===== src/rtl/core/pcc_pkg.sv =====
// Shared types and constants for the pixel class centroid block.
package pcc_pkg;

  localparam int unsigned COORD_W    = 10;
  localparam int unsigned LABEL_W    = 8;
  localparam int unsigned CNT_W      = 21;
  localparam int unsigned SUM_W      = COORD_W + CNT_W;
  localparam int unsigned CENTER_W   = 14;
  localparam int unsigned LIM_W      = 13;
  localparam int unsigned MAX_WIDTH  = 1024;
  localparam int unsigned MAX_HEIGHT = 1024;
  localparam int unsigned FRAC_BITS  = 4;
  localparam int unsigned QDEPTH     = 2;
  localparam logic [LABEL_W-1:0] TARGET_RST = LABEL_W'(1);

  typedef struct packed {
    logic [COORD_W-1:0] pixel_x;
    logic [COORD_W-1:0] pixel_y;
    logic [LABEL_W-1:0] pixel_label;
    logic               frame_last;
  } pix_t;

  typedef struct packed {
    logic                found;
    logic [CENTER_W-1:0] center_x;
    logic [CENTER_W-1:0] center_y;
  } res_t;

  typedef struct packed {
    logic [SUM_W-1:0] sum_x;
    logic [SUM_W-1:0] sum_y;
    logic [CNT_W-1:0] count;
  } job_t;

endpackage


===== src/rtl/core/pcc_queue.sv =====
// Short FIFO of finished frame sums between front end and divider.
module pcc_queue #(
  parameter int unsigned DEPTH = pcc_pkg::QDEPTH
) (
  input  logic          clk_i,
  input  logic          rst_ni,
  input  logic          push_i,
  input  pcc_pkg::job_t push_data_i,
  output logic          push_ready_o,
  output logic          pop_valid_o,
  output pcc_pkg::job_t pop_data_o,
  input  logic          pop_i
);

  localparam int unsigned PtrW = (DEPTH > 1) ? $clog2(DEPTH) : 1;
  localparam int unsigned CntW = $clog2(DEPTH + 1);

  pcc_pkg::job_t       mem_q [DEPTH];
  logic [PtrW-1:0]     wr_q, rd_q;
  logic [CntW-1:0]     fill_q;
  logic                do_push, do_pop;

  assign push_ready_o = (fill_q != CntW'(DEPTH));
  assign pop_valid_o  = (fill_q != '0);
  assign pop_data_o   = mem_q[rd_q];
  assign do_push      = push_i && push_ready_o;
  assign do_pop       = pop_i && pop_valid_o;

  always_ff @(posedge clk_i) begin
    if (do_push) begin
      mem_q[wr_q] <= push_data_i;
    end
  end

  always_ff @(posedge clk_i or negedge rst_ni) begin
    if (!rst_ni) begin
      wr_q   <= '0;
      rd_q   <= '0;
      fill_q <= '0;
    end else begin
      if (do_push) begin
        wr_q <= (wr_q == PtrW'(DEPTH - 1)) ? '0 : wr_q + PtrW'(1);
      end
      if (do_pop) begin
        rd_q <= (rd_q == PtrW'(DEPTH - 1)) ? '0 : rd_q + PtrW'(1);
      end
      fill_q <= fill_q + CntW'(do_push) - CntW'(do_pop);
    end
  end

endmodule


===== config.mk =====
export PLATFORM = sky130hd
export DESIGN_NAME = pcc_queue
export DESIGN_NICKNAME = d
export VERILOG_FILES = /design/src/rtl/core/pcc_pkg.sv /design/src/rtl/core/pcc_queue.sv
export SDC_FILE = /design/constraint.sdc
export NUM_CORES = 1
export LEC_CHECK = 0
export BUFFER_PORTS_ARGS = -buffer_cell sky130_fd_sc_hd__buf_2
export CAP_MARGIN = 10
export CORE_ASPECT_RATIO = 1.25
export CORE_MARGIN = 2
export CORE_UTILIZATION = 43
export DETAILED_ROUTE_END_ITERATION = 6
export PLACE_DENSITY = 0.74
export SLEW_MARGIN = 10
export SYNTH_ARGS = -nofsm -noshare
export SYNTH_HDL_FRONTEND = slang
export SYNTH_SLANG_ARGS = --single-unit

===== constraint.sdc =====
create_clock -name clk_i -period 7.1 [get_ports clk_i]
set_input_delay 2.13 -clock clk_i [delete_from_list [all_inputs] [get_ports clk_i]]
set_output_delay 2.13 -clock clk_i [all_outputs]
set_load 0.02 [all_outputs]

* Word-level counts from Yosys, hierarchy flattened
Memory sizes are Yosys's and may differ from the RTL's.
Cells that the tools add are included.
** Word-level totals
- Logic and storage cells :: 16
- RAM bits :: 166
- ROM bits :: 0
- Output and inout port bits :: 85
- Memories kept :: 1
- Bits in latches :: 0
- Input port bits :: 87
- Register bits :: 4
** Operators by class
- Multipliers :: 0
- $add $sub $neg :: 4
- $lt $le $gt $ge :: 0
- Divide/modulo/power cells :: 0
- Shifts and indexed selects :: 0
- Eq/ne operators :: 1
- Multiplexer cells :: 4
- Bitwise operators :: 0
- Reductions and logical operators :: 3
** Memory list
- mem_q :: words 2, width 83, rd ports 1, clocked after memory_dff 0, write ports 1, line pcc_queue.sv:18 : pcc_pkg::job_t mem_q [DEPTH];
** Operators with widths (number)
- 1-bit two-way mux :: 4
- 1-bit adder (second input constant) :: 2
- 2-bit by 1-bit adder with 2-bit output :: 1
- 1-bit logical AND :: 2
- 2-bit inequality test (second input constant) :: 1
- 2-bit nonzero test :: 1
- 2-bit by 1-bit subtractor with 2-bit output :: 1

* Longest topological paths before layout
Gate-level depths: netlist of the first run.
- Depth in word-level cells :: 4
- Depth in mapped cells :: 5
- Depth with buffers taken out :: 5

* Worst setup path after synthesis of the first run
OpenSTA, ideal clock, no wires.
- Path kind :: input port to flip-flop
- Start point :: input port push_i
- End point :: memory mem_q[0][0] (netlist bit), enable pin
- Setup time :: 0.525 ns
- Path buffers :: 0
- Slack :: 0.904 ns
- Arrival time :: 5.671 ns
- Stages on the path :: 2
- Data required time :: 6.575 ns
- Path through :: nand2_1 > nor2_1
** On the way
- Longest elaborated chain between the ends :: 3
** RTL lines
- from (decl) :: line pcc_queue.sv:7 : input logic push_i,
- 1-bit logical AND :: line pcc_queue.sv:26 : assign do_push = push_i && push_ready_o;
- 1-bit two-way mux :: line pcc_queue.sv:30 : if (do_push) begin
- 1-bit two-way mux (not written as such) :: line pcc_queue.sv:31 : mem_q[wr_q] <= push_data_i;
- to (decl) :: line pcc_queue.sv:18
Every way passes these cells.

==> impl_metrics.yaml, run 1 <==
pwr:
  p_comb_share_pct: 32.7
  p_seq_share_pct: 43.7
  clkPwrFrac_pct: 23.6
  power.internal_w: 0.002358
  leakage_nw: 3.153
  p_sw_w: 0.001094
  powerDensity_mw_per_mm2: 431.7
  peakVddDrop_mv: 0.3870
  swShare_pct: 31.69
cells_and_area:
  multi_input_area_sq_mm: 0.001291
  final_util_pct: 53.92
  fin_cells: 656
  nFillCells: 1201
  nets: 551
  antennaDiodeCount: 0
  area_growth_pct: 23.98
  drive_gt1_share_pct: 59.92
  ff_latch_area_sq_mm: 0.005089
sta:
  fin_crit_sh_pct: 67.21
  setup_viol: 0
  rsz0062_at_grt: "no"
  tns_ns: 0
  slew_headroom_pct: 22.44
  whs_ns: 0.5717
  final_hold_viol_count: 0
  period_minus_slack_ns: 4.772
  fmax_ghz: 0.2096
  tightest_slew_ns: 1.163
  clock_skew_ns: 0.009879
  slew_viol_final: 0
flow_run:
  cap_violations: 0
synthesis:
  synthArstFlopShare_pct: 2.353
  synth_edf_count: 166
  synth-seq-area-share_pct: 78.85
  synth_seq_cells: 170
  synthTopCellsByCount: "edfxtp_1, mux2_4, mux2_2, buf_6, dfrtp_1"
  synth_area_sq_mm: 0.006449
  ys.flop_type: "edfxtp_1"
  synth_top_area_share_pct: 77.30
  yosysTopAreaCell: "edfxtp_1"
  ys_types: 20
  syn_nets: 368
  synth_most_common_cell: "edfxtp_1"
  synthTopCellsByArea: "edfxtp_1, mux2_4, mux2_2"
  synth_warnings: 0
  avgSynthCellArea_sq_um: 23.03
  synthCells: 280
cts:
  cts_buffers: 17
  tritoncts: "done"
  cts.sinks: 170
  clockBufferDepth: 2
  insertion_delay_ns: 0.42
  postCtsSetupBuffers: 0
  cts.clk_slew.worst_paths_ns: 0.06
  cts_root_buffer: "clkbuf_16"
  htree_levels: 4
  cts_resized: 0
  ctsHoldBuffers: 0
placement:
  gp_congestion: 0.6556
  placed_cells: 626
  port-buffer-count: 171
  dp_hpwl_microns: 7260
worst_setup_path:
  cp-end-kind: "output pin"
  worst-path-buf-inv: 2
  rrSetupSlack_ns: 4.49
  slowest_delay_ns: 1.01
  rr_worst_depth: 4
  r2r-end: "mem_q[0][13]"
  cp-start-kind: "register"
  path_class: "reg -> out"
  crit_slowest_cell: "dfrtp_4"
  critPathRequiredTime_ns: 4.97
  path_delay_family: "flip-flops"
  arrival_ns: 2.64
  r2r_start: "fill_q[0]"
  crit_chain: "buf_4 -> mux2_2 -> buf_2"
  crit_fanout: 52
route:
  route.detailed.drc: 0
  vias: 3195
  drt_pre_antenna_iters: 4
  drt-total-wl_microns: 11010
  ant_nets: 0
  drt-wirelength-per-cell_microns: 16.78
  drtIter0Drc: 164
  avgViaCountPerCell: 4.870
grt:
  grt.total_usage_pct: 13.88
  gr-total-overflow: 0
  grt_max_degree: 84
  grt_pass1_wl_microns: 16500
  grt_pass1_vias: 3342
  antenna_found_initial: 1
floorplanning:
  placementRows: 50
  start_util_pct: 43.49
  die_area_sq_mm: 0.01600
  dieHeight_microns: 140.9
  ios: 172
  core_sq_mm: 0.01483
  die_x_microns: 113.5
hold_path:
  worstHoldPathCells: 1
  hold_start: "wr_q"
  worst_hold_path.endpoint: "wr_q"
  hold_path_class: "reg -> reg"
run_status:
  status: "completed"
[routing by layer]
layer | wire (microns) | GRT usage [%] | vias up
li1 | - | - | 1474
met1 | 4259 | 14.77 | 1578
met2 | 5783 | 24.33 | 120
met3 | 722 | 5.503 | 21
met4 | 226 | 5.969 | 2
met5 | 13 | 0 | -
[stage by stage]
stage	total power (W)	setup slack [ns]	cell area, sq um
finish	0.003452	2.328	7995
global route	0.003606	2.169	7995
CTS	0.003499	2.239	7995
detailed placement	0.002683	2.695	7478
global placement	0.002650	2.726	7478
floorplan	0.002373	0.9037	6449
[worst max path at each step]
stage / start / to / slack [ns] / depth (start not counted)
final: rd_q / pop_data_o[79] / 2.33 / 3
after global routing: rd_q / pop_data_o[78] / 2.17 / 3
after CTS: rd_q / pop_data_o[81] / 2.24 / 3
after detailed placement: rd_q / pop_data_o[79] / 2.69 / 3
after global placement: rd_q / pop_data_o[82] / 2.73 / 3
after floorplan: push_i / mem_q[0][0] / 0.90 / 2
[layout by cell type, fill, tap and decap left out, types with 2 or more instances in the layout]
master,n
buf_2,171
buf_4,2
clkbuf_1,3
clkbuf_16,17
clkinv_1,3
clkinv_2,3
clkinvlp_4,2
dfrtp_1,3
edfxtp_1,166
mux2_2,23
mux2_4,60
nand2_1,2
nor2_1,2
xnor2_1,3
[power groups by stage]
stage               registers [W]  clock network, W  logic, W
floorplan                 0.00146                 0  0.000915
global placement          0.00152                 0   0.00113
detailed placement        0.00154                 0   0.00115
CTS                       0.00152          0.000834   0.00115
global route              0.00154          0.000875   0.00120
finish                    0.00151          0.000814   0.00113
[cell families after synthesis]
logic type | share of synthesized area (%)
AOI/OAI and AO/OA | 0.4851
xor gates and xnor gates | 0.4075
adders and majority gates | 0.1940
buffers and inverters | 1.319
DFF | 78.85
muxes | 17.99
and+or+nand+nor | 0.7569
[state kept, by name, indices dropped and copies added (netlist names)]
name    cells
mem_q     166
fill_q      2
rd_q        1
wr_q        1
[final cells by class]
type	count	share of cell area, %
clock inverter	10	1.002
timing repair buffer	173	10.89
tap	182	2.848
clock buffer	20	5.462
multi-input combinational	101	16.15
sequential	170	63.65
Power figures use the tool's default switching activity.
==> run 2: changes to the inputs <==
--- a/config.mk
+++ b/config.mk
@@ -5,13 +5,14 @@
 export SDC_FILE = /design/constraint.sdc
 export NUM_CORES = 1
 export LEC_CHECK = 0
+export ABC_AREA = 1
 export BUFFER_PORTS_ARGS = -buffer_cell sky130_fd_sc_hd__buf_2
 export CAP_MARGIN = 10
 export CORE_ASPECT_RATIO = 1.25
 export CORE_MARGIN = 2
 export CORE_UTILIZATION = 43
 export DETAILED_ROUTE_END_ITERATION = 6
-export PLACE_DENSITY = 0.74
+export PLACE_DENSITY = 0.75
 export SLEW_MARGIN = 10
 export SYNTH_ARGS = -nofsm -noshare
 export SYNTH_HDL_FRONTEND = slang
==> constraint.sdc (replaced) <==
create_clock -name clk_i -period 4.88 [get_ports clk_i]
set_input_delay 1.464 -clock clk_i [delete_from_list [all_inputs] [get_ports clk_i]]
set_output_delay 1.464 -clock clk_i [all_outputs]
set_load 0.02 [all_outputs]
==> impl_metrics.yaml, run 2 <==
synthesis:
  avgSynthCellArea_sq_um: 13.53
  synth_area_sq_mm: 0.006292
  synth_edf_count: 166
  synthTopCellsByArea: "edfxtp_1, nand2_1, dfrtp_1"
  synth_top_family_by_area: "simple AND/OR/NAND/NOR gates"
  synth-xor-area-share_pct: 0.1392
  yosysTopAreaCell: "edfxtp_1"
  synthArstFlopShare_pct: 2.353
  ys_types: 15
  synth_seq_cells: 170
  synth_compound_area_share_pct: 0.1591
  synth_fa_ha_area_share_pct: 0.1988
  synthCells: 465
  synth-seq-area-share_pct: 80.81
  synth_warnings: 0
  synth_top_area_share_pct: 79.22
  synth_most_common_cell: "nand2_1"
  syn_nets: 553
  yosys-mux-area-fraction_pct: 0
  synthSimpleGateAreaFrac_pct: 15.85
  ys.flop_type: "edfxtp_1"
  synthTopCellsByCount: "nand2_1, edfxtp_1, buf_4, inv_1, buf_6"
sta:
  period_minus_slack_ns: 3.396
  rsz0062_at_grt: "no"
  final_hold_viol_count: 0
  slew_headroom_pct: 40.61
  setup_viol: 0
  tns_ns: 0
  fmax_ghz: 0.2944
  clock_skew_ns: 0.007270
  tightest_slew_ns: 0.8908
  slew_viol_final: 0
  fin_crit_sh_pct: 69.60
placement:
  placed_cells: 803
  dp_hpwl_microns: 7767
  port-buffer-count: 171
  gp_congestion: 0.7068
cts:
  insertion_delay_ns: 0.41
  postCtsSetupBuffers: 0
  ctsHoldBuffers: 0
  cts.clk_slew.worst_paths_ns: 0.06
  clockBufferDepth: 2
  cts_resized: 0
  cts_root_buffer: "clkbuf_16"
  cts_buffers: 17
  htree_levels: 4
  cts.sinks: 170
  tritoncts: "done"
cells_and_area:
  largest_register_ffs: 166
  drive_gt1_share_pct: 31.66
  nets: 732
  final_util_pct: 55.07
  layout_common_cells: "nand2_1, buf_2, edfxtp_1"
  top_regs: "mem_q: 166 flops, fill_q: 2 flops"
  area_growth_pct: 25.55
  top_register: "mem_q"
  antennaDiodeCount: 0
  final_common_cell: "nand2_1"
  fin_cells: 835
pwr:
  power.internal_w: 0.003338
  clkPwrFrac_pct: 26.4
  p_comb_share_pct: 33.9
  p_seq_share_pct: 39.7
  peakVddDrop_mv: 0.3578
  p_total_w: 0.005226
  swShare_pct: 36.13
  p_sw_w: 0.001888
  leakage_nw: 3.422
  powerDensity_mw_per_mm2: 661.5
grt:
  grt_pass1_vias: 3856
  grt_max_degree: 84
  grt_pass1_wl_microns: 19060
  gr-total-overflow: 0
  grt.total_usage_pct: 15.77
  antenna_found_initial: 1
route:
  drt-total-wl_microns: 12110
  vias: 3914
  drtIter0Drc: 257
  ant_nets: 0
  avgViaCountPerCell: 4.687
  drt-wirelength-per-cell_microns: 14.50
  drt_pre_antenna_iters: 5
  route.detailed.drc: 0
hold_path:
  hold_path_class: "reg -> reg"
floorplanning:
  dieHeight_microns: 139.2
  core_sq_mm: 0.01435
  start_util_pct: 43.86
  placementRows: 49
  ios: 172
  die_area_sq_mm: 0.01562
  die_x_microns: 112.2
flow_run:
  cap_violations: 0
worst_setup_path:
  cp-start-kind: "register"
  crit_fanout: 30
  path_class: "reg -> out"
  cp-end-kind: "output pin"
  arrival_ns: 1.93
  critPathRequiredTime_ns: 3.42
run_status:
  status: "completed"
[run 2: cell count changes in the layout (fill, tap and decap cells not counted), moves of 3 or more]
cell       delta
xnor2_1       -3
mux2_4       -60
nand2_1     +256
clkinv_2      -3
buf_4         +5
inv_1         +7
bufinv_16     +3
mux2_2       -23
[run 2: cell type report]
type | count | area, sq um
clock buffers | 21 | 440.4
clock inverters | 11 | 168.9
fillers | 1193 | 6446
inverters | 8 | 30.03
multi-input cells | 269 | 1044
flip-flops and latches | 170 | 5086
well taps | 178 | 222.7
repair buffers | 178 | 908.4
[run 2: power by group through the flow]
| stage | sequential, W | clock, W | combinational (W) |
|---|---|---|---|
| after floorplan | 0.00211 | 0 | 0.00125 |
| after global placement | 0.00209 | 0 | 0.00177 |
| after detailed placement | 0.00211 | 0 | 0.00180 |
| after CTS | 0.00208 | 0.00140 | 0.00180 |
| after global routing | 0.00210 | 0.00147 | 0.00195 |
| final | 0.00207 | 0.00138 | 0.00177 |
[run 2: worst paths after layout]
kind / depth (start not counted) / slack (ns) / endpoint / startpoint
hold / removal: 1 / 0.57 / fill_q[0] / fill_q[0]
min in group asynchronous: 1 / 0.86 / wr_q / rst_ni
setup / recovery: 5 / 1.48 / pop_data_o[18] / rd_q
setup reg to reg: 4 / 3.08 / mem_q[0][50] / fill_q[1]
max in group asynchronous: 1 / 3.88 / rd_q / rst_ni
hold reg to reg: 1 / 0.57 / fill_q[0] / fill_q[0]
[run 2: cells by family after synthesis]
group | Yosys count
simple gates | 265
flops | 170
buf+inv | 26
compound gates | 2
xor+xnor | 1
fa+ha+maj | 1
[run 2: layer usage]
| layer | track usage (%) | share of wire [%] |
|---|---|---|
| met4 | 5.969 | 1.6 |
| met1 | 18.91 | 41 |
| met3 | 4.486 | 7.0 |
| met5 | 0 | 0.11 |
| met2 | 27.08 | 51 |
[run 2: critical path, stage by stage, from the launching register on]
cell and delay, ns:
dfrtp_2 0.40, inv_2 0.36, buf_4 0.40, nand2_1 0.09
nand2_1 0.09, buf_2 0.17
[run 2: stage by stage]
step	setup slack [ns]	area, sq um	hold slack [ns]
after floorplan	0.6857	6297	0.5035
after global placement	1.922	7291	0.5307
after detailed placement	1.891	7291	0.5540
after CTS	1.450	7900	0.5677
after global routing	1.313	7900	0.5911
final	1.484	7900	0.5673
