==> config.mk <==
export PLATFORM = sky130hd
export DESIGN_NAME = pcc_divider_flat
export DESIGN_NICKNAME = d
export VERILOG_FILES = /design/src/rtl/core/pcc_pkg.sv /design/src/rtl/core/pcc_stream_if.sv /design/src/rtl/core/pcc_divider.sv /design/src/flat_wrapper.sv
export SDC_FILE = /design/constraint.sdc
export NUM_CORES = 1
export LEC_CHECK = 0
export BUFFER_PORTS_ARGS = -buffer_cell sky130_fd_sc_hd__buf_2
export CAP_MARGIN = 20
export CELL_PAD_IN_SITES_DETAIL_PLACEMENT = 1
export CELL_PAD_IN_SITES_GLOBAL_PLACEMENT = 2
export CORE_ASPECT_RATIO = 0.6
export CORE_MARGIN = 4
export CORE_UTILIZATION = 25
export CTS_CLUSTER_SIZE = 12
export DETAILED_ROUTE_END_ITERATION = 16
export GPL_TIMING_DRIVEN = 1
export PLACE_DENSITY_LB_ADDON = 0.1
export SYNTH_ARGS = -nofsm -noshare
export SYNTH_HDL_FRONTEND = slang
export SYNTH_SLANG_ARGS = --single-unit
==> constraint.sdc <==
create_clock -name clk_i -period 3.46 [get_ports clk_i]
set_input_delay 0.346 -clock clk_i [delete_from_list [all_inputs] [get_ports clk_i]]
set_output_delay 0.346 -clock clk_i [all_outputs]
set_load 0.05 [all_outputs]
==> src/rtl/core/pcc_pkg.sv <==
// Shared types and constants for the pixel class centroid block.
package pcc_pkg;

  localparam int unsigned COORD_W    = 10;
  localparam int unsigned LABEL_W    = 8;
  localparam int unsigned CNT_W      = 21;
  localparam int unsigned SUM_W      = COORD_W + CNT_W;
  localparam int unsigned CENTER_W   = 14;
  localparam int unsigned LIM_W      = 13;
  localparam int unsigned MAX_WIDTH  = 1024;
  localparam int unsigned MAX_HEIGHT = 1024;
  localparam int unsigned FRAC_BITS  = 4;
  localparam int unsigned QDEPTH     = 2;
  localparam logic [LABEL_W-1:0] TARGET_RST = LABEL_W'(1);

  typedef struct packed {
    logic [COORD_W-1:0] pixel_x;
    logic [COORD_W-1:0] pixel_y;
    logic [LABEL_W-1:0] pixel_label;
    logic               frame_last;
  } pix_t;

  typedef struct packed {
    logic                found;
    logic [CENTER_W-1:0] center_x;
    logic [CENTER_W-1:0] center_y;
  } res_t;

  typedef struct packed {
    logic [SUM_W-1:0] sum_x;
    logic [SUM_W-1:0] sum_y;
    logic [CNT_W-1:0] count;
  } job_t;

endpackage

==> src/rtl/core/pcc_stream_if.sv <==
// Valid/ready channel carrying one payload beat.
interface pcc_stream_if #(
  parameter type T = logic
);
  logic valid;
  logic ready;
  T     data;

  modport source (output valid, output data, input ready);
  modport sink   (input valid, input data, output ready);
endinterface

==> src/rtl/core/pcc_divider.sv <==
// Back end: bit-serial centroid division for x and y, result register.
module pcc_divider #(
  parameter int unsigned FRAC_BITS = pcc_pkg::FRAC_BITS
) (
  input  logic          clk_i,
  input  logic          rst_ni,
  input  logic          job_valid_i,
  input  pcc_pkg::job_t job_i,
  output logic          job_pop_o,
  pcc_stream_if.source  result_o
);

  localparam int unsigned DW    = pcc_pkg::SUM_W + FRAC_BITS;
  localparam int unsigned QW    = pcc_pkg::COORD_W + FRAC_BITS;
  localparam int unsigned RW    = pcc_pkg::CNT_W;
  localparam int unsigned StepW = $clog2(QW + 1);
  localparam int unsigned ExtW  = QW + pcc_pkg::CENTER_W;
  localparam logic [ExtW-1:0] CenterMax = ExtW'({pcc_pkg::CENTER_W{1'b1}});

  typedef enum logic [1:0] {
    ST_IDLE,
    ST_DIV,
    ST_DONE
  } state_e;

  state_e              state_q;
  logic [StepW-1:0]    step_q;
  logic [RW-1:0]       div_q, rem_x_q, rem_y_q, rem_x_d, rem_y_d;
  logic [QW-1:0]       lo_x_q, lo_y_q;
  logic                bit_x, bit_y;
  logic [RW:0]         trial_x, trial_y;
  logic [DW-1:0]       dvd_x, dvd_y;
  logic [ExtW-1:0]     q_x_ext, q_y_ext;
  logic                out_free;
  pcc_pkg::res_t       res_q;
  logic                res_valid_q;

  assign result_o.valid = res_valid_q;
  assign result_o.data  = res_q;
  assign out_free       = !res_valid_q || result_o.ready;
  assign job_pop_o      = (state_q == ST_IDLE) && job_valid_i;

  assign dvd_x = DW'(job_i.sum_x) << FRAC_BITS;
  assign dvd_y = DW'(job_i.sum_y) << FRAC_BITS;

  assign trial_x = {rem_x_q, lo_x_q[QW-1]};
  assign trial_y = {rem_y_q, lo_y_q[QW-1]};
  assign bit_x   = (trial_x >= {1'b0, div_q});
  assign bit_y   = (trial_y >= {1'b0, div_q});
  assign rem_x_d = bit_x ? RW'(trial_x - {1'b0, div_q}) : RW'(trial_x);
  assign rem_y_d = bit_y ? RW'(trial_y - {1'b0, div_q}) : RW'(trial_y);

  assign q_x_ext = ExtW'(lo_x_q);
  assign q_y_ext = ExtW'(lo_y_q);

  always_ff @(posedge clk_i or negedge rst_ni) begin
    if (!rst_ni) begin
      state_q     <= ST_IDLE;
      step_q      <= '0;
      div_q       <= '0;
      rem_x_q     <= '0;
      rem_y_q     <= '0;
      lo_x_q      <= '0;
      lo_y_q      <= '0;
      res_q       <= '0;
      res_valid_q <= 1'b0;
    end else begin
      if ((state_q == ST_DONE) && out_free) begin
        res_valid_q <= 1'b1;
      end else if (res_valid_q && result_o.ready) begin
        res_valid_q <= 1'b0;
      end
      case (state_q)
        ST_IDLE: begin
          if (job_valid_i) begin
            div_q   <= job_i.count;
            rem_x_q <= dvd_x[DW-1:QW];
            rem_y_q <= dvd_y[DW-1:QW];
            lo_x_q  <= dvd_x[QW-1:0];
            lo_y_q  <= dvd_y[QW-1:0];
            step_q  <= StepW'(QW);
            state_q <= (job_i.count == '0) ? ST_DONE : ST_DIV;
          end
        end
        ST_DIV: begin
          rem_x_q <= rem_x_d;
          rem_y_q <= rem_y_d;
          lo_x_q  <= {lo_x_q[QW-2:0], bit_x};
          lo_y_q  <= {lo_y_q[QW-2:0], bit_y};
          step_q  <= step_q - StepW'(1);
          if (step_q == StepW'(1)) begin
            state_q <= ST_DONE;
          end
        end
        ST_DONE: begin
          if (out_free) begin
            res_q.found <= (div_q != '0);
            if (div_q == '0) begin
              res_q.center_x <= '0;
              res_q.center_y <= '0;
            end else begin
              res_q.center_x <= (q_x_ext > CenterMax) ? CenterMax[pcc_pkg::CENTER_W-1:0]
                                                      : q_x_ext[pcc_pkg::CENTER_W-1:0];
              res_q.center_y <= (q_y_ext > CenterMax) ? CenterMax[pcc_pkg::CENTER_W-1:0]
                                                      : q_y_ext[pcc_pkg::CENTER_W-1:0];
            end
            state_q <= ST_IDLE;
          end
        end
        default: state_q <= ST_IDLE;
      endcase
    end
  end

endmodule

==> src/flat_wrapper.sv <==
// flat-port wrapper written by rule: the top's interface ports become plain ports
module pcc_divider_flat 
#(
  parameter int unsigned FRAC_BITS = pcc_pkg::FRAC_BITS
)
  (clk_i, rst_ni, job_valid_i, job_i, job_pop_o, result_o_valid, result_o_data, result_o_ready);
  pcc_stream_if result_o_i ();
  input  logic clk_i;
  input  logic rst_ni;
  input  logic job_valid_i;
  input  pcc_pkg::job_t job_i;
  output logic job_pop_o;
  output wire logic [$bits(result_o_i.valid)-1:0] result_o_valid;
  output wire logic [$bits(result_o_i.data)-1:0] result_o_data;
  input wire logic [$bits(result_o_i.ready)-1:0] result_o_ready;
  assign result_o_valid = result_o_i.valid;
  assign result_o_data = result_o_i.data;
  assign result_o_i.ready = result_o_ready;
  pcc_divider #(.FRAC_BITS(FRAC_BITS)) u_core (.clk_i(clk_i), .rst_ni(rst_ni), .job_valid_i(job_valid_i), .job_i(job_i), .job_pop_o(job_pop_o), .result_o(result_o_i));
endmodule
=== Word level (Yosys, flattened, before mapping) ===
Cells that the tools add are included.

* Logic and storage cells: 47
* Register bits: 64

* Eq/ne operators: 6
* $add $sub $neg: 2
* Reduce and logical (&&, ||, !) cells: 14
* Mux-type cells: 16
* Order comparisons: 2

{| class="wikitable"
|+ Operators with widths
! operator !! count
|-
| $logic_not A21 Y1 || 2
|-
| $mux W21 || 2
|-
| $pmux W21 S2 || 1
|-
| $pmux W14 S2 || 1
|-
| $ge A22 B21 Y1 || 1
|-
| $sub A21 B21 Y21 || 1
|-
| $gt A14 B14 Y1 const B || 1
|-
| $mux W14 || 1
|-
| $mux W2 || 4
|-
| $pmux W4 S2 || 1
|-
| $pmux W2 S3 || 1
|-
| $reduce_and A2 Y1 || 3
|-
| $eq A4 B1 Y1 const B || 1
|-
| $mux W1 || 4
|-
| $mux W4 || 1
|-
| $ne A2 B1 Y1 const B || 2
|-
| $reduce_bool A2 Y1 || 2
|-
| $sub A4 B1 Y4 const B || 1
|-
| $logic_and A1 B1 Y1 || 3
|-
| $reduce_and A3 Y1 || 1
|-
| $eq A2 B1 Y1 const B || 1
|-
| $eq A2 B2 Y1 const B || 1
|-
| $logic_not A2 Y1 || 1
|-
| $ne A2 B2 Y1 const B || 1
|-
| 2 further kinds || 2
|}

=== Depth between registers and ports, before layout ===
Gate-level depths: netlist (run 1).

* Depth after elaboration: 4
* Gate-level depth with buffers: 14
* Mapped depth without buffers: 12

=== Least setup slack after synthesis (run 1) ===
Ideal clock, no wire load.

* Kind: register to register
* Start: register u_core.lo_y_q[13]
* End: register u_core.rem_y_q[0]
* Path slack: 0.686 ns
* Arrival time: 2.639 ns
* Stages on the path, launching flop included: 15
* Data required time: 3.325 ns
* Period minus slack after synthesis: 2.774 ns
* Cells stage by stage: dfrtp_1 inv_1 ha_1 inv_1 fa_1 a211oi_2 o21ai_2 o211ai_2 a31oi_1 a2111oi_2 buf_4 buf_6 nor2_1 a211oi_2 a21oi_1

* Cells in the longest elaborated chain, start to end: 3
* Elaborated cells between the ends (all ways): 4
* Classes of those cells: add/sub (1); order compare (1); mux (2)

{| class="wikitable"
|+ Ends and longest elaborated chain
! item !! line !! source
|-
| from (decl) || pcc_divider.sv:29 || <nowiki>logic [QW-1:0] lo_x_q, lo_y_q;</nowiki>
|-
| from (signal assigned) || pcc_divider.sv:80 || <nowiki>lo_y_q <= dvd_y[QW-1:0];</nowiki>
|-
| from (signal assigned) || pcc_divider.sv:89 || <nowiki>lo_y_q <= {lo_y_q[QW-2:0], bit_y};</nowiki>
|-
| $sub A21 B21 Y21 / $ge A22 B21 Y1 (equally long branches) || pcc_divider.sv:51, pcc_divider.sv:49 ||
|-
| $mux W21 * || pcc_divider.sv:51 || <nowiki>assign rem_y_d = bit_y ? RW'(trial_y - {1'b0, div_q}) : RW'(trial_y);</nowiki>
|-
| $pmux W21 S2 * || pcc_divider.sv:73 || <nowiki>case (state_q)</nowiki>
|-
| to (signal assigned) || pcc_divider.sv:78 || <nowiki>rem_y_q <= dvd_y[DW-1:QW];</nowiki>
|-
| to (signal assigned) || pcc_divider.sv:87 || <nowiki>rem_y_q <= rem_y_d;</nowiki>
|-
| to (decl) || pcc_divider.sv:28 || <nowiki>logic [RW-1:0] div_q, rem_x_q, rem_y_q, rem_x_d, rem_y_d;</nowiki>
|}

Every way passes the cells marked *; elsewhere a longest branch is shown, timed or not.
A chain may end at the register's enable or synchronous reset.

=== Worst setup path after layout (run 1) ===
* Start: register u_core.lo_y_q[13]
* End: register u_core.rem_y_q[16]

Same word-level chain as after synthesis.

==> flow_summary.yaml, run 1 <==
cts:
  cts_tree: "yes"
  clkLatencyLatePin_ps: 340
  cts.clk_slew.worst_paths_ps: 60
  cts_buffers: 9
  htree_levels: 3
  clkSinkCount: 64
  root_buffer: "clkbuf_16"
  cts_max_path_buffers: 2
timing:
  timing.fmax_ghz: 0.323
  finalCritPeriodShare_pct: 89.4
  finalClockSkew_ps: 10.2
  worst_pin_slew_ps: 782
  setup_violations: 0
  layout_min_cycle_time_ps: 3090
  setup_ws_ps: 366
  slew_violations: 0
  grt_setup_unrepaired: "no"
  slew_headroom_pct: 47.8
  timing_hold_violations_final: 0
  finalSetupTns_ps: 0
yosys:
  ys_seq_elements: 64
  ys_warn_count: 0
  synth_edf_count: 0
  avgSynthCellArea_um2: 8.91
  yosys.cell_types.count: 53
  yosysSeqAreaShare_pct: 38.7
  async_flop_share_pct: 100
  syn_area_mm2: 0.00414
  synthCells: 465
  ys.flop_type: "dfrtp_1"
  synth.net_count: 576
detailed_routing:
  drt-total-wl_um: 13400
  vias: 3628
  wl_per_cell_um: 18.2
  drtIter0Drc: 223
  viasPerCell: 4.91
  drt-pass1-iter-count: 4
  remaining_drc_errors: 0
  antenna_left: 0
critical_path:
  cp_slowest_stage_delay_ps: 480
  reg2reg_slack_ps: 370
  path_buf_inv: 2
  cp_slowest_cell: "a2111oi_0"
  rr_worst_depth: 11
  critPathCaptureType: "register"
  worstSetupStartpointType: "register"
  crit_required_ps: 3660
  critical_path_class: "register to register"
  crit_chain: "inv_1 -> ha_1 -> inv_1 -> fa_1 -> a211oi_2 -> o21ai_2 -> o21a_1 -> a211oi_1 -> o21bai_1 -> a2111oi_0 -> o22ai_1"
  crit_top_cell: "inv_1"
  endpoint: "u_core.rem_y_q[16]$_DFFE_PN0P_"
  cp_max_fo: 5
  rr_endpoint: "u_core.rem_y_q[16]$_DFFE_PN0P_"
  cp_data_arrival_time_ps: 3290
  reg2reg_from: "u_core.lo_y_q[13]$_DFFE_PN0P_"
  startpoint: "u_core.lo_y_q[13]$_DFFE_PN0P_"
  cpLargestDelayFamily: "compound AO/OA/AOI/OAI gates"
  worst-path-stages: 11
cells_and_area:
  fin_util_pct: 31.3
  antenna_cells: 0
  regArea_mm2: 0.00160
  mostFrequentLayoutCell: "dfrtp_1"
  multi_input_area_mm2: 0.00233
  drive_above_1_share_pct: 20.4
  nets: 636
  layout_common_cells: "dfrtp_1 (64), nand2_1 (60), buf_2 (58)"
  syn2layout_area_growth_pct: 22.6
  filler_cell_count: 1909
  fin_cells: 739
global_route:
  grt_max_degree: 39
  overflow: 0
  grt_pass1_wl_um: 22000
  grt.total_usage_pct: 14.9
  grt_pass1_vias: 3873
  antenna_found_initial: 0
placed_design:
  dp_slack_ps: 329
  gp_congestion: 0.791
  dp_hpwl_um: 10600
  placed_cells: 722
  portBuffers: 58
die:
  die_area_mm2: 0.0188
  rows: 36
  initial_core_util_pct: 25.5
  die_x_um: 174
  io_pins: 90
  fp.dieH_um: 108
  core_mm2: 0.0162
hold_path:
  holdCritPathClass: "input port to register"
pwr:
  leakage_uw: 0.00224
  p_per_area_mw_per_mm2: 1320
  max-vdd-ir-drop_v: 0.000356
outcome:
  status: "finished, final reports clean"
flow_run:
  max_cap_violations: 0
[sequential cells by signal, indices dropped and copies added, names as in the netlist]
register / cells
u_core.lo_y_q: 14
u_core.result_o.valid: 1
u_core.result_o.data: 1
u_core.rem_y_q: 21
u_core.step_q: 4
u_core.state_q: 2
u_core.div_q: 21
[through the flow]
step | total power (µW) | hold WS (ps) | area (µm²)
floorplan | 4540 | 50.4 | 4140
global placement | 5610 | 295 | 4720
detailed placement | 5670 | 311 | 4720
CTS | 6830 | 218 | 5080
global route | 7410 | 235 | 5080
finish | 6730 | 230 | 5080
[cells in the mapped netlist (all sizes together) (9+ instances only)]
library cell	n	area share, %
clkbuf	14	1.3
nor4	9	1.4
a21o	10	1.8
nor3	9	1.1
a211oi	18	4.6
ha	23	6.9
a22oi	10	1.8
nand2	60	5.4
a21oi	40	4.8
nor2	22	2.0
o21ai	41	5.0
mux2i	23	5.6
xor2	9	1.9
inv	30	2.7
dfrtp	64	39
buf	9	1.5
[kinds of logic (layout without fill, tap and decap cells)]
family,count (synthesis),count (layout),synth area share (%)
xor gates and xnor gates,16,16,3.38
adders and majority gates,24,24,7.43
and+or+nand+nor,129,129,14.2
buffers and inverters,53,118,5.53
muxes,24,24,5.83
DFF,64,64,38.7
AOI/OAI and AO/OA,155,155,24.9
[layout make-up]
class,count,share of cell area (%)
Clock buffer,9,4.43
Clock inverter,7,2.46
Inverter,30,2.22
Multi-Input combinational cell,348,45.9
Sequential cell,64,31.5
Tap cell,209,5.15
Timing Repair Buffer,72,8.33
[worst min-delay path: stages]
cell	delay [ps]
buf_2	90
nand2_1	40
o21ai_0	60
[worst min-delay path by stage]
stage / startpoint / end / slack, ps / depth (start not counted)
4_1_cts: job_i[4] / u_core.div_q[4]$_DFFE_PN0P_ / 220 / 3
3_5_place_dp: rst_ni / u_core.result_o.valid$_DFFE_PN0P_ / 310 / 1
3_3_place_gp: rst_ni / u_core.result_o.valid$_DFFE_PN0P_ / 290 / 1
2_1_floorplan: rst_ni / u_core.div_q[0]$_DFFE_PN0P_ / 50 / 0
5_1_grt: job_i[29] / u_core.lo_y_q[12]$_DFFE_PN0P_ / 240 / 3
6_report: job_i[4] / u_core.div_q[4]$_DFFE_PN0P_ / 230 / 3
[power breakdown]
group / leakage (µW) / internal (µW) / switching, µW / total (µW)
registers: 0.000764 / 1150 / 288 / 1440
logic: 0.00131 / 1760 / 2430 / 4180
clock network: 0.000171 / 713 / 388 / 1100
[per-layer routing]
| layer | share of wire, % | track usage [%] | wire [µm] |
|---|---|---|---|
| met1 | 54 | 22.3 | 7220 |
| met2 | 43 | 22.2 | 5710 |
| met3 | 2.9 | 2.88 | 395 |
| met4 | 0.71 | 3.22 | 95 |
| met5 | 0 | 0 | 0 |
[repair_timing]
item	CTS	global route
hold buffers	1	0
buffers inserted	0	0
endpoints found under the hold margin	15	0
gates resized for setup	0	0
Note: power is estimated with default switching activity, not from simulation.
==> inputs of run 2 (changes only) <==
==> constraint.sdc (replaced) <==
create_clock -name clk_i -period 3.11 [get_ports clk_i]
set_input_delay 0.311 -clock clk_i [delete_from_list [all_inputs] [get_ports clk_i]]
set_output_delay 0.311 -clock clk_i [all_outputs]
set_load 0.05 [all_outputs]
==> run 2 against run 1 <==
Net effect:
- the flow now finishes with violations (negative hold slack)
- largest power group unchanged
- sequential share of layout area decreased by 1.2 points
- utilization is 1.2 points higher
- worst hold slack lost 240 ps
- flip-flop and latch count unchanged
- clock skew down 3.4 ps
- critical path depth rose by 3
- final cell count up 2.7%
- sequential power grew 11%
- combinational power grew 24%
- clock power about the same
- design area grew 3.8%
==> flow_summary.yaml, run 2 (synthesis gave the netlist of run 1 again) <==
cts:
  clkLatencyLatePin_ps: 330
  clkSinkCount: 64
  cts.clk_slew.worst_paths_ps: 60
  root_buffer: "clkbuf_16"
  cts_buffers: 9
  cts_max_path_buffers: 2
  cts_tree: "yes"
  htree_levels: 3
  hold_buffers: 0
critical_path:
  reg2reg_slack_ps: 200
  critical_path_class: "register to register"
  cp_data_arrival_time_ps: 3120
  cp_slowest_stage_delay_ps: 410
  crit_required_ps: 3320
  worstSetupStartpointType: "register"
  crit_chain: "inv_1 -> ha_1 -> inv_1 -> fa_1 -> a211oi_2 -> o21ai_2 -> o211ai_2 -> a31oi_2 -> a2111oi_4 -> buf_6 -> buf_12 -> nor2_1 -> a211oi_2 -> a21oi_1"
  rr_worst_depth: 14
  reg2reg_from: "u_core.lo_y_q[13]$_DFFE_PN0P_"
  critPathCaptureType: "register"
  cp_max_fo: 10
  cp_slowest_cell: "fa_1"
  rr_endpoint: "u_core.rem_y_q[9]$_DFFE_PN0P_"
global_route:
  overflow: 0
  grt_busiest_layer: "met1"
  grt_pass1_vias: 3901
  grt.total_usage_pct: 15.1
  antenna_found_initial: 0
  use_met3_pct: 3.23
  grt_pass1_wl_um: 22200
  grt_max_degree: 65
  use_met1_pct: 22.7
  grt_util_met2_pct: 21.6
die:
  die_x_um: 174
  fp.dieH_um: 108
  rows: 36
  die_area_mm2: 0.0188
  core_mm2: 0.0162
  initial_core_util_pct: 25.5
  io_pins: 90
timing:
  slew_violations: 0
  setup_violations: 0
  layout_min_cycle_time_ps: 2910
  worst_pin_slew_ps: 744
  timing_hold_violations_final: 16
  holdWs_ps: -10.3
  finalClockSkew_ps: 6.74
  timing.fmax_ghz: 0.344
  slew_headroom_pct: 50.2
  grt_setup_unrepaired: "no"
  finalCritPeriodShare_pct: 93.6
cells_and_area:
  antenna_cells: 0
  largestRegisters: "u_core.div_q x21, u_core.rem_y_q x21, u_core.lo_y_q x14"
  multi_input_area_mm2: 0.00235
  layout_common_cells: "dfrtp_1 (64), nand2_1 (60), buf_2 (58)"
  syn2layout_area_growth_pct: 27.2
  filler_cell_count: 1913
  regArea_mm2: 0.00160
  drive_above_1_share_pct: 24.0
  nets: 656
  mostFrequentLayoutCell: "dfrtp_1"
detailed_routing:
  drt-pass1-iter-count: 4
  antenna_left: 0
  wl_per_cell_um: 17.8
  viasPerCell: 4.89
  drt-total-wl_um: 13500
  remaining_drc_errors: 0
  drtIter0Drc: 201
  vias: 3714
hold_path:
  holdCritPathClass: "input port to async pin"
outcome:
  status: "complete, but fails checks"
  violations: "negative hold slack"
pwr:
  leakage_uw: 0.00235
  total_power_uw: 7910
  p_per_area_mw_per_mm2: 1500
  max-vdd-ir-drop_v: 0.000335
placed_design:
  portBuffers: 58
  gp_congestion: 0.776
  dp_hpwl_um: 10500
flow_run:
  max_cap_violations: 0
-- run 2: routing by layer --
metal	vias up	wire length (µm)
met1	1806	7310
met4	0	195
met2	57	5540
li1	1838	-
met5	-	0
met3	13	470
-- run 2: area by class of cell --
class	count	share of cell area [%]
multi-input combinational	348	44.7
timing repair buffer	92	11.9
sequential	64	30.4
inverter	30	2.14
clock buffer	10	4.34
clock inverter	6	1.59
tap	209	4.96
-- run 2: timing repair --
action                     CTS  global route
gates resized for setup      1             7
buffers inserted             0             1
hold endpoints to repair     0             0
setup endpoints to repair    1            17
pin swaps                    0             2
-- run 2: where the power goes --
group | switching [µW] | leakage [µW] | total [µW] | internal [µW]
Combinational | 2840 | 0.00143 | 5190 | 2350
Sequential | 321 | 0.000764 | 1600 | 1280
Clock | 416 | 0.000156 | 1120 | 700
-- run 2: how the worst max path moves through the flow --
| stage | from | end | slack (ps) | cells past startpoint |
|---|---|---|---|---|
| CTS | u_core.lo_y_q[13]$_DFFE_PN0P_ | u_core.rem_y_q[17]$_DFFE_PN0P_ | 3 | 13 |
| floorplan | u_core.lo_y_q[13]$_DFFE_PN0P_ | u_core.rem_y_q[0]$_DFFE_PN0P_ | 340 | 14 |
| finish | u_core.lo_y_q[13]$_DFFE_PN0P_ | u_core.rem_y_q[9]$_DFFE_PN0P_ | 200 | 14 |
| detailed placement | u_core.rem_y_q[4]$_DFFE_PN0P_ | u_core.rem_y_q[16]$_DFFE_PN0P_ | -8 | 11 |
| global route | u_core.lo_y_q[13]$_DFFE_PN0P_ | u_core.rem_y_q[14]$_DFFE_PN0P_ | 2 | 14 |
| global placement | u_core.lo_y_q[13]$_DFFE_PN0P_ | u_core.rem_y_q[16]$_DFFE_PN0P_ | 70 | 13 |
-- run 2: per-stage QoR --
step	TNS [ps]	setup slack, ps	cells	utilization (%)	instance area, µm²
global route	0	2.28	759	32.5	5270
global placement	0	67.7	742	30.3	4910
finish	0	200	759	32.5	5270
CTS	0	2.59	758	32.2	5230
detailed placement	-7.84	-7.84	742	30.3	4910
floorplan	0	336	465	-	4140
-- run 2: worst max-delay path, delay by kind of cell, from the launching register on --
family	cells	cell delay, ps
simple gates	1	60
flops	1	390
buf+inv	4	480
fa+ha+maj	2	550
compound gates	7	1300
==> inputs of run 3 (changes only) <==
--- a/config.mk
+++ b/config.mk
@@ -15,7 +15,7 @@
 export CTS_CLUSTER_SIZE = 12
 export DETAILED_ROUTE_END_ITERATION = 16
 export GPL_TIMING_DRIVEN = 1
-export PLACE_DENSITY_LB_ADDON = 0.1
+export PLACE_DENSITY = 0.74
 export SYNTH_ARGS = -nofsm -noshare
 export SYNTH_HDL_FRONTEND = slang
 export SYNTH_SLANG_ARGS = --single-unit
==> run 3 against run 2 <==
Net effect:
- the flow still finishes with violations (negative hold slack)
- combinational power down 8.5%
- utilization shrank 0.87 points
- critical path depth did not move
- critical endpoint is now u_core.rem_y_q[20]$_DFFE_PN0P_
- worst setup slack better by 25 ps
- sequential power is essentially flat
- register-to-register slack improved by 30 ps
- final cell count fell by 2.1%
==> flow_summary.yaml, run 3 (synthesis gave the netlist of run 1 again) <==
cells_and_area:
  drive_above_1_share_pct: 22.5
  final_area_mm2: 0.00513
  layout_common_cells: "dfrtp_1 (64), nand2_1 (60), buf_2 (58)"
  nets: 640
  syn2layout_area_growth_pct: 23.8
  mostFrequentLayoutCell: "dfrtp_1"
  largestRegisters: "u_core.div_q x21, u_core.rem_y_q x21, u_core.lo_y_q x14"
  filler_cell_count: 1931
  antenna_cells: 0
timing:
  timing_hold_violations_final: 7
  finalClockSkew_ps: 6.15
  worst_pin_slew_ps: 768
  holdWs_ps: -2.75
  layout_min_cycle_time_ps: 2880
  slew_violations: 0
  timing.fmax_ghz: 0.347
  grt_setup_unrepaired: "no"
  finalSetupTns_ps: 0
  setup_violations: 0
  slew_headroom_pct: 48.7
  finalCritPeriodShare_pct: 92.8
pwr:
  max-vdd-ir-drop_v: 0.000363
  seq_power_share_pct: 21.2
  leakage_uw: 0.00227
  p_sw_share_pct: 45.3
  combPwrFrac_pct: 62.8
  p_int_uw: 4140
  p_switching_uw: 3430
  p_clk_share_pct: 16.0
  total_power_uw: 7560
  p_per_area_mw_per_mm2: 1470
detailed_routing:
  drtIter0Drc: 234
  vias: 3644
  met3_length_um: 428
  antenna_left: 0
  drt-total-wl_um: 12800
  wl_per_cell_um: 17.3
  top_layer_used: "met4"
  dr_wl_met2_um: 5550
  routedLengthMet1_um: 6740
  drt-pass1-iter-count: 4
  viasPerCell: 4.90
  remaining_drc_errors: 0
die:
  io_pins: 90
  rows: 36
  die_x_um: 174
  initial_core_util_pct: 25.5
  die_area_mm2: 0.0188
  core_mm2: 0.0162
  fp.dieH_um: 108
global_route:
  overflow: 0
  grt.total_usage_pct: 14.0
  antenna_found_initial: 0
  grt_pass1_vias: 3857
  grt_pass1_wl_um: 20900
  grt_max_degree: 41
cts:
  cts.clk_slew.worst_paths_ps: 60
  htree_levels: 3
  cts_tree: "yes"
  clkSinkCount: 64
  root_buffer: "clkbuf_16"
  clkLatencyLatePin_ps: 330
  cts_buffers: 9
  cts_max_path_buffers: 2
placed_design:
  portBuffers: 58
  gp_congestion: 0.778
  placed_area_mm2: 0.00472
  dp_hpwl_um: 10100
outcome:
  violations: "negative hold slack"
  status: "complete, but fails checks"
hold_path:
  holdCritPathClass: "input port to async pin"
critical_path:
  crit_required_ps: 3370
  cp_data_arrival_time_ps: 3150
  critPathCaptureType: "register"
  worstSetupStartpointType: "register"
  cp_max_fo: 13
  critical_path_class: "register to register"
flow_run:
  max_cap_violations: 0
-- run 3: cell count changes in the layout (fill, tap and decap cells not counted), moves of 2 or more --
cell | previous run | this run
buf_12 | 6 | 0
clkbuf_8 | 0 | 2
buf_4 | 26 | 15
clkinv_2 | 3 | 1
-- run 3: routing by layer --
layer,track usage [%],vias to the layer above
li1,-,1805
met1,20.1,1787
met2,21.7,43
met3,3.09,9
met4,3.33,0
met5,0,-
-- run 3: per-stage QoR --
stage / cells / hold WS [ps] / setup slack [ps] / util (%)
2_1_floorplan: 465 / 15.4 / 336 / -
3_3_place_gp: 726 / 353 / 104 / 29.1
3_5_place_dp: 726 / 371 / 42.1 / 29.1
4_1_cts: 742 / 15.1 / 22.2 / 31.3
5_1_grt: 743 / 46.1 / 32.2 / 31.6
6_report: 743 / -2.75 / 225 / 31.6
-- run 3: worst paths after layout --
kind	startpoint	end	slack [ps]	depth (start not counted)
min	rst_ni	u_core.rem_y_q[3]$_DFFE_PN0P_	-3	1
max in group asynchronous	rst_ni	u_core.lo_y_q[0]$_DFFE_PN0P_	2140	2
max reg2reg	u_core.lo_y_q[13]$_DFFE_PN0P_	u_core.rem_y_q[20]$_DFFE_PN0P_	230	14
min in group clk_i	job_i[25]	u_core.lo_y_q[8]$_DFFE_PN0P_	210	3
min reg2reg	u_core.lo_y_q[4]$_DFFE_PN0P_	u_core.lo_y_q[4]$_DFFE_PN0P_	470	2
max	u_core.lo_y_q[13]$_DFFE_PN0P_	u_core.rem_y_q[20]$_DFFE_PN0P_	230	14
-- run 3: area by class of cell --
type / instances / area [µm²] / share of cell area (%)
flip-flops and latches: 64 / 1600 / 31.2
well taps: 209 / 262 / 5.10
inverters: 30 / 113 / 2.20
clock inverters: 5 / 103 / 2.00
multi-input cells: 348 / 2360 / 46.0
repair buffers: 76 / 437 / 8.51
clock buffers: 11 / 253 / 4.93
-- run 3: repair_timing --
action,in CTS,in global routing
endpoints found under the setup margin,0,19
buffers inserted,0,1
gates resized for setup,0,13
hold buffers,0,0
-- run 3: worst max-delay path, cell delays in order, from the launching register on --
cell,delay [ps]
dfrtp_1,390
inv_1,80
ha_1,160
inv_1,80
fa_2,360
a211oi_2,250
o21ai_2,130
o211ai_2,170
a31oi_2,130
a2111oi_4,280
buf_4,190
buf_6,170
a21oi_1,80
o21ai_1,160
a21boi_1,180
-- run 3: power by group through the flow --
stage               sequential, µW  clock [µW]  combinational (µW)
finish                        1600        1210                4750
global route                  1660        1270                5370
CTS                           1610        1240                4660
detailed placement            1620           0                4620
global placement              1590           0                4500
floorplan                     1520           0                3520
